<file path="config.mk">
export PLATFORM = sky130hd
export DESIGN_NAME = lru_chunk_cache_lookup
export DESIGN_NICKNAME = d
export VERILOG_FILES = /design/src/hw/rtl/lccl_pkg.sv /design/src/hw/rtl/lccl_ctrl.sv /design/src/hw/rtl/lccl_dp.sv /design/src/hw/rtl/lru_chunk_cache_lookup.sv
export SDC_FILE = /design/constraint.sdc
export NUM_CORES = 2
export LEC_CHECK = 0
export ABC_AREA = 1
export ABC_CLOCK_PERIOD_IN_PS = 15430
export BUFFER_PORTS_ARGS = -buffer_cell sky130_fd_sc_hd__clkbuf_2
export CAP_MARGIN = 40
export CORE_ASPECT_RATIO = 0.75
export CORE_UTILIZATION = 60
export CTS_BUF_LIST = sky130_fd_sc_hd__clkbuf_2
export DETAILED_ROUTE_END_ITERATION = 8
export GPL_TIMING_DRIVEN = 0
export HOLD_SLACK_MARGIN = 0.02
export PLACE_DENSITY = 0.74
export SKIP_CTS_REPAIR_TIMING = 1
export SLEW_MARGIN = 20
export SYNTH_ARGS = -nofsm -noshare
export SYNTH_HDL_FRONTEND = slang
export SYNTH_SLANG_ARGS = --single-unit
export TNS_END_PERCENT = 100
</file>
<file path="constraint.sdc">
create_clock -name clk -period 15.43 [get_ports clk]
set_input_delay 4.629 -clock clk [delete_from_list [all_inputs] [get_ports clk]]
set_output_delay 4.629 -clock clk [all_outputs]
set_load 0.02 [all_outputs]
</file>
<file path="src/hw/rtl/lccl_pkg.sv">
// Shared constants, controller states and control/status bundles for the chunk cache lookup.
`timescale 1ns / 1ps
`default_nettype none
package lccl_pkg;

  // Field and storage widths
  localparam int KEY_W          = 32;
  localparam int STAMP_W        = 64;
  localparam int SLOT_W         = 4;
  localparam int CACHE_SLOTS_DEF = 16;

  // Controller states
  typedef enum logic [2:0] {
    ST_IDLE,
    ST_COMPARE,
    ST_DECIDE,
    ST_SCAN,
    ST_SCAN_END,
    ST_COMMIT
  } state_t;

  // Commands from controller to datapath
  typedef struct packed {
    logic load;        // capture the requested key
    logic compare;     // register the parallel key match vector
    logic decide;      // register the matching slot number
    logic scan_start;  // clear the stamp scan address
    logic scan_issue;  // read one stamp for the oldest-slot search
    logic commit;      // write key/stamp, advance tick, present result
  } cmd_t;

  // Status from datapath to controller
  typedef struct packed {
    logic hit;        // some filled slot holds the key
    logic full;       // every slot was filled at compare time
    logic scan_last;  // the last stamp address is being read
  } status_t;

endpackage
`default_nettype wire

</file>
<file path="src/hw/rtl/lccl_ctrl.sv">
// Controller state machine that sequences compare, decide, stamp scan and commit.
`timescale 1ns / 1ps
`default_nettype none
module lccl_ctrl
  import lccl_pkg::*;
(
  input  wire logic    clk,
  input  wire logic    rst,
  input  wire logic    start,
  input  wire status_t status,
  output cmd_t         cmd,
  output logic         busy
);

  state_t state, state_next;

  // State register
  always_ff @(posedge clk) begin
    if (rst) begin
      state <= ST_IDLE;
    end else begin
      state <= state_next;
    end
  end

  // Next state
  always_comb begin
    state_next = state;
    case (state)
      ST_IDLE: begin
        if (start) state_next = ST_COMPARE;
      end
      ST_COMPARE: state_next = ST_DECIDE;
      ST_DECIDE: begin
        if (status.hit || !status.full) state_next = ST_COMMIT;
        else                            state_next = ST_SCAN;
      end
      ST_SCAN: begin
        if (status.scan_last) state_next = ST_SCAN_END;
      end
      ST_SCAN_END: state_next = ST_COMMIT;
      ST_COMMIT:   state_next = ST_IDLE;
      default:     state_next = ST_IDLE;
    endcase
  end

  // Outputs
  always_comb begin
    cmd  = '0;
    busy = 1'b1;
    case (state)
      ST_IDLE: begin
        busy     = 1'b0;
        cmd.load = start;
      end
      ST_COMPARE: cmd.compare = 1'b1;
      ST_DECIDE: begin
        cmd.decide     = 1'b1;
        cmd.scan_start = 1'b1;
      end
      ST_SCAN:   cmd.scan_issue = 1'b1;
      ST_COMMIT: cmd.commit = 1'b1;
      default: begin
        cmd = '0;
      end
    endcase
  end

endmodule
`default_nettype wire

</file>
<file path="src/hw/rtl/lccl_dp.sv">
// Datapath: key registers, stamp memory, use tick, fill count and result registers.
`timescale 1ns / 1ps
`default_nettype none
module lccl_dp
  import lccl_pkg::*;
#(
  parameter int CACHE_SLOTS = CACHE_SLOTS_DEF
) (
  input  wire logic                clk,
  input  wire logic                rst,
  input  wire cmd_t                cmd,
  input  wire logic [KEY_W-1:0]    chunk_key,
  output status_t                  status,
  output logic                     done,
  output logic [SLOT_W-1:0]        slot_index,
  output logic                     hit,
  output logic                     replaced
);

  localparam int IDX_W  = $clog2(CACHE_SLOTS);
  localparam int FILL_W = $clog2(CACHE_SLOTS + 1);
  localparam logic [IDX_W-1:0]  LAST_IDX = IDX_W'(CACHE_SLOTS - 1);
  localparam logic [FILL_W-1:0] FULL_CNT = FILL_W'(CACHE_SLOTS);

  logic [KEY_W-1:0]       slot_keys [CACHE_SLOTS];
  logic [STAMP_W-1:0]     slot_stamps [CACHE_SLOTS];
  logic [KEY_W-1:0]       key_reg;
  logic [CACHE_SLOTS-1:0] match_vec;
  logic                   full;
  logic [FILL_W-1:0]      fill_count;
  logic [STAMP_W-1:0]     use_tick;
  logic [IDX_W-1:0]       hit_idx, hit_idx_next;
  logic [IDX_W-1:0]       rd_addr;
  logic [IDX_W-1:0]       rd_idx;
  logic                   rd_valid;
  logic [STAMP_W-1:0]     rd_data;
  logic [STAMP_W-1:0]     best_stamp;
  logic [IDX_W-1:0]       best_idx;
  logic                   any_match;
  logic [IDX_W-1:0]       slot_sel;
  logic [STAMP_W-1:0]     tick_inc;
  logic [IDX_W+SLOT_W-1:0] slot_wide;

  assign any_match = |match_vec;
  assign tick_inc  = use_tick + STAMP_W'(1);

  assign status.hit       = any_match;
  assign status.full      = full;
  assign status.scan_last = (rd_addr == LAST_IDX);

  // Request key capture
  always_ff @(posedge clk) begin
    if (cmd.load) key_reg <= chunk_key;
  end

  // Parallel key compare over the filled slots
  always_ff @(posedge clk) begin
    if (cmd.compare) begin
      for (int i = 0; i < CACHE_SLOTS; i++) begin
        match_vec[i] <= (FILL_W'(i) < fill_count) && (slot_keys[i] == key_reg);
      end
      full <= (fill_count == FULL_CNT);
    end
  end

  // Lowest matching slot wins
  always_comb begin
    hit_idx_next = '0;
    for (int i = CACHE_SLOTS - 1; i >= 0; i--) begin
      if (match_vec[i]) hit_idx_next = IDX_W'(i);
    end
  end

  always_ff @(posedge clk) begin
    if (cmd.decide) hit_idx <= hit_idx_next;
  end

  // Stamp scan address and read-valid pipeline
  always_ff @(posedge clk) begin
    if (rst) begin
      rd_valid <= 1'b0;
    end else begin
      rd_valid <= cmd.scan_issue;
    end
    if (cmd.scan_start) begin
      rd_addr <= '0;
    end else if (cmd.scan_issue && (rd_addr != LAST_IDX)) begin
      rd_addr <= rd_addr + IDX_W'(1);
    end
    rd_idx <= rd_addr;
  end

  // Stamp memory: one read port for the scan, one write port at commit
  always_ff @(posedge clk) begin
    if (cmd.scan_issue) rd_data <= slot_stamps[rd_addr];
  end

  always_ff @(posedge clk) begin
    if (cmd.commit) slot_stamps[slot_sel] <= tick_inc;
  end

  // Running minimum; strict less keeps the lowest index on a tie
  always_ff @(posedge clk) begin
    if (rd_valid) begin
      if ((rd_idx == '0) || (rd_data < best_stamp)) begin
        best_stamp <= rd_data;
        best_idx   <= rd_idx;
      end
    end
  end

  // Target slot for this request
  always_comb begin
    if (any_match)  slot_sel = hit_idx;
    else if (!full) slot_sel = fill_count[IDX_W-1:0];
    else            slot_sel = best_idx;
  end

  // Key store update
  always_ff @(posedge clk) begin
    if (cmd.commit && !any_match) slot_keys[slot_sel] <= key_reg;
  end

  // Tick and fill count
  always_ff @(posedge clk) begin
    if (rst) begin
      use_tick   <= '0;
      fill_count <= '0;
    end else if (cmd.commit) begin
      use_tick <= tick_inc;
      if (!any_match && !full) fill_count <= fill_count + FILL_W'(1);
    end
  end

  // Result word
  assign slot_wide = {{SLOT_W{1'b0}}, slot_sel};

  always_ff @(posedge clk) begin
    if (rst) begin
      done <= 1'b0;
    end else begin
      done <= cmd.commit;
    end
    if (cmd.commit) begin
      slot_index <= slot_wide[SLOT_W-1:0];
      hit        <= any_match;
      replaced   <= !any_match && full;
    end
  end

endmodule
`default_nettype wire

</file>
<file path="src/hw/rtl/lru_chunk_cache_lookup.sv">
// Top level of the fully associative LRU chunk cache directory.
//
// Usage: present chunk_key with start high while busy is low; the word is
// taken at that clock edge and busy rises in the next cycle. One result
// word (slot_index, hit, replaced) appears for exactly one cycle with done
// high; the receiver must take it then, it cannot hold it off.
// Steps from the accepting edge to the done word: compare, decide and
// commit for a hit or a miss while slots remain unfilled; compare,
// decide, stamp scan, scan end and commit for a miss with every slot
// filled. A new word can be started in the cycle in which done is high.
// An evicting request runs the oldest-stamp search, which reads the
// stamp memory one slot per cycle and folds in the last read in the
// scan-end state. Keys are compared against all filled slots in parallel.
// Synchronous reset empties the directory (fill count and use tick to
// zero) and returns the controller to idle; no clearing pass is needed.
`timescale 1ns / 1ps
`default_nettype none
module lru_chunk_cache_lookup
  import lccl_pkg::*;
#(
  parameter int CACHE_SLOTS = CACHE_SLOTS_DEF
) (
  input  wire logic              clk,
  input  wire logic              rst,
  input  wire logic              start,
  output logic                   busy,
  input  wire logic [KEY_W-1:0]  chunk_key,
  output logic                   done,
  output logic [SLOT_W-1:0]      slot_index,
  output logic                   hit,
  output logic                   replaced
);

  cmd_t    cmd;
  status_t status;

  lccl_ctrl u_ctrl (
    .clk    (clk),
    .rst    (rst),
    .start  (start),
    .status (status),
    .cmd    (cmd),
    .busy   (busy)
  );

  lccl_dp #(
    .CACHE_SLOTS (CACHE_SLOTS)
  ) u_dp (
    .clk        (clk),
    .rst        (rst),
    .cmd        (cmd),
    .chunk_key  (chunk_key),
    .status     (status),
    .done       (done),
    .slot_index (slot_index),
    .hit        (hit),
    .replaced   (replaced)
  );

endmodule
`default_nettype wire

</file>
# Yosys cells after proc, flatten, opt, wreduce, memory -nomap -nowiden
# Memories as Yosys holds them, arrays and structs flattened. A register that Yosys moved wholly into a read port is not among the register bits.
# Index checks and enable logic that the tools add are counted.
# Widths: inputs -> output; s select.
# classes
add_sub_neg,3
n_reduce_logical,33
n_lt_le_gt_ge,17
mux,31
n_eq_ne,26
# op_table
op,count
$eq 32x32->1,16
$add 64x1->64 const B,1
$lt 64x64->1,1
$lt 4x5->1 const A,8
$mux 4,10
$mux 3,7
$logic_and 1x1->1,20
$lt 3x5->1 const A,4
$reduce_or 16->1,1
$pmux 3 s5,1
$lt 1x5->1 const A,2
$lt 2x5->1 const A,2
$mux 1,10
$reduce_or 8->1,1
$eq 3x2->1 const B,2
$eq 3x3->1 const B,2
$mux 2,3
$reduce_and 2->1,3
$add 5x1->5 const B,1
$eq 5x5->1 const B,1
$add 4x1->4 const B,1
$eq 4x4->1 const B,1
$logic_not 4->1,1
$ne 2x2->1 const B,2
other kinds (7),9
# totals
register_bits,209
inputBits,35
ram_bits,1536
n_memories,2
wordCells,131
out_inout_bits,8
# memory_table
memory,words,word_bits,read_ports,rd_ports_with_merged_regs,write_ports,line,source
u_dp.slot_stamps,16,64,1,1,1,lccl_dp.sv:26,logic [STAMP_W-1:0] slot_stamps [CACHE_SLOTS];
u_dp.slot_keys,16,32,16,0,1,lccl_dp.sv:25,logic [KEY_W-1:0] slot_keys [CACHE_SLOTS];

# Logic depth before layout (Yosys ltp)
# depth
word_depth,15
ltp_mapped,15

# By module
# Synthesis repeated with hierarchy kept, for this count alone.
# unflattened
cells_unflattened,5783
hier_area_um2,74224.9
# by_module_without_submodules
mod,area_per_inst_um2,cells_each,n_inst,seq_area_each_um2
lccl_dp,73988.5,5741,1,53441.3
lccl_ctrl,236.5,42,1,60.1

# Least setup slack after synthesis
# OpenSTA, ideal clock, no wires.
# synth_timing
path_kind,input -> register
start,input port start
end,register u_dp.key_reg[0] (enable)
path_stages,2
slack_ns,8.993
arrival_ns,6.016
setup_time_ns,0.421
path_cell_list,inv_1 -> nor2_1
# synth_lines
item,line,source
"start, declared",lru_chunk_cache_lookup.sv:25,"input wire logic start,"
"end signal, assigned",lccl_dp.sv:53,if (cmd.load) key_reg <= chunk_key;
"end, declared",lccl_dp.sv:27,logic [KEY_W-1:0] key_reg;

# Final worst setup path
# layout_timing
start,register u_ctrl.state[2]
end,output port busy
# layout_between
elab_chain_cells,2
# layout_lines
item,line,source
"start, declared",lccl_ctrl.sv:15,"state_t state, state_next;"
"start signal, assigned",lccl_ctrl.sv:22,state <= state_next;
$logic_not 3->1,lccl_ctrl.sv:51,case (state)
$mux 1,lccl_ctrl.sv:51,
"end, declared",lru_chunk_cache_lookup.sv:26,"output logic busy,"
# No other way between the ends.

==> results.yml <==
synthesis:
  synthArstFlopShare: 0
  netlist_instances: 5614
  syn-num-nets: 5716
  ys_seq_area_frac: 0.720
  ys.warnings.count: 0
  ys_ff_latch: 1809
  syn_area_um2: 74300
  synth_top_cell_by_area: "edfxtp_1"
  syn_avg_cell_area_um2: 13.2
  synthTopCellsByArea: "edfxtp_1, nor2_1, nand2_1, o21ai_0, dfxtp_1"
  ys.flop_type: "edfxtp_1"
  synthDistinctLibCells: 52
  synth.top_cell.area_share: 0.698
  synth-edff-count: 1727
hold_path:
  holdPathEnd: "u_dp.best_stamp[34]"
  min_from: "u_dp.rd_data[34]"
  hold_depth: 0
  holdCritPathClass: "reg -> reg"
pwr:
  peakVddDrop_mv: 0.0949
  power_density_nw_per_um2: 136
  p_leak_nw: 28.4
setup_path:
  r2r_slack_ns: 11.24
  cp-start-kind: "register"
  critPathKind: "reg -> out"
  r2r-end: "u_dp.match_vec[15]"
  worst-path-max-fanout: 6
  arrival_ns: 2.80
  reg2reg_from: "u_dp.key_reg[9]"
  reg2reg_depth: 9
  end_kind: "primary output"
  cp.required_ns: 10.80
sta:
  relSlewSlack: 0.184
  setup-violations-final: 0
  skew_ns: 0.175
  drv_slew: 0
  tns_ns: 0
  fin_ws_ns: 8.01
  fmax_mhz: 135
  rsz0062_at_grt: "false"
  worst_slew_pin_slew_ns: 1.22
  fin_crit_sh: 0.481
  min_period_ns: 7.42
  hold_viol_final: 0
global_routing:
  antenna_found_initial: 18
  grt_pass1_wl_mm: 334
  grt_max_degree: 29
  grt_overflow: 0
  track_usage: 0.374
  grt_pass1_vias: 49100
drt:
  wirelength_mm: 237
  ant_nets: 0
  drtPass1Iterations: 6
  post_drt_wl_per_cell_um: 28.6
  drt_iter0_drc: 10300
  drc_errors: 0
  via_per_inst: 6.42
  vias: 53200
floorplan:
  start_util: 0.606
  fp.dieH_um: 307
  num_io_pins: 43
  num_rows: 111
  fp.coreArea_um2: 122000
  die_w_um: 408
  die_area_um2: 125000
clock_network:
  cts-htree-levels: 5
  cts-buffers-inserted: 423
  clock_latency_ns: 1.86
  clk_pin_slew_ns: 0.11
  cts_tree: "yes"
  root_buffer: "clkbuf_2"
  cts.sinks: 1809
  cts.path.max_buffers: 4
cells_and_area:
  layout_common_cells: "edfxtp_1, nor2_1, clkbuf_2"
  drive_above_1_share: 0.184
  largestRegisters: "u_dp.slot_stamps: 1024 flops, u_dp.slot_keys: 512 flops"
  n_fill_cell: 8544
  nets: 6427
  area_growth_pct: 13.5
  final_common_cell: "edfxtp_1"
  largest_reg_flops: 1024
  final_core_util: 0.688
  final_cell_count_no_fill: 8285
  top_register: "u_dp.slot_stamps"
run:
  cap_violations: 0
placement:
  place_inst: 7508
  post-place-ws_ns: 9.02
  dp_hpwl_mm: 167
  port_buffers: 42
  routabilityCongestion: 0.973
outcome:
  outcome: "finished clean"
[metrics by stage]
step           total power (W)  instance area, um2  hold WS, ns
2_1_floorplan          0.00709               74300        0.350
3_3_place_gp           0.00819               76500        0.370
3_5_place_dp           0.00838               80200        0.372
4_1_cts                 0.0113               83900        0.344
5_1_grt                 0.0118               84300        0.342
6_report                0.0115               84300        0.360
[worst max-delay path by stage]
stage | cells past startpoint | slack [ns] | to | from
CTS | 3 | 7.84 | busy | u_ctrl.state[2]
floorplan | 2 | 8.99 | u_dp.key_reg[0] | start
finish | 3 | 8.01 | busy | u_ctrl.state[2]
detailed placement | 4 | 9.02 | u_dp.done | rst
global route | 3 | 7.85 | busy | u_ctrl.state[2]
global placement | 9 | 4.68 | u_ctrl.state[0] | u_ctrl.state[0]
[logic make-up after synthesis]
kind of cell / synth area share
flops: 0.720
simple gates: 0.103
compound gates: 0.0850
buf+inv: 0.0318
xor+xnor: 0.0333
mux: 0.0152
fa+ha+maj: 0.0113
[synth_stat cells (113+ instances only)]
master    number
xor2_1       142
nor2_1       727
o221ai_1     113
o21ai_0      390
inv_1        318
xnor2_1      140
nand3_1      186
nand2_1      582
edfxtp_1    1727
mux2i_1      113
clkbuf_1     193
o32ai_1      143
[critical path, cell delays in order (launching register included)]
cell	delay [ns]
dfxtp_1	0.46
inv_1	0.09
nand2_1	0.27
clkbuf_2	0.24
[layer usage]
| layer | routed length [um] | GRT usage | vias up |
|---|---|---|---|
| met1 | 90100 | 0.572 | 25500 |
| met2 | 92000 | 0.479 | 4873 |
| met4 | 6850 | 0.122 | 11 |
| met3 | 47500 | 0.154 | 515 |
| li1 | - | - | 22300 |
| met5 | 149 | 0 | - |
[power breakdown]
part | switching, W | internal [W]
clock network | 0.00189 | 0.00115
registers | 0.000123 | 0.00559
logic | 0.00200 | 0.000746
total | 0.00401 | 0.00749
[layout make-up]
type,instances,area (um2),area share
clock buffers,645,3230,0.0383
clock inverters,91,437,0.00518
well taps,1638,2050,0.0243
plain buffers,282,1140,0.0136
multi-input cells,3198,19000,0.225
flip-flops and latches,1809,53500,0.635
inverters,325,1220,0.0145
diodes,11,27.5,0.000327
repair buffers,286,3690,0.0438
(Power assumes the default switching activity.)
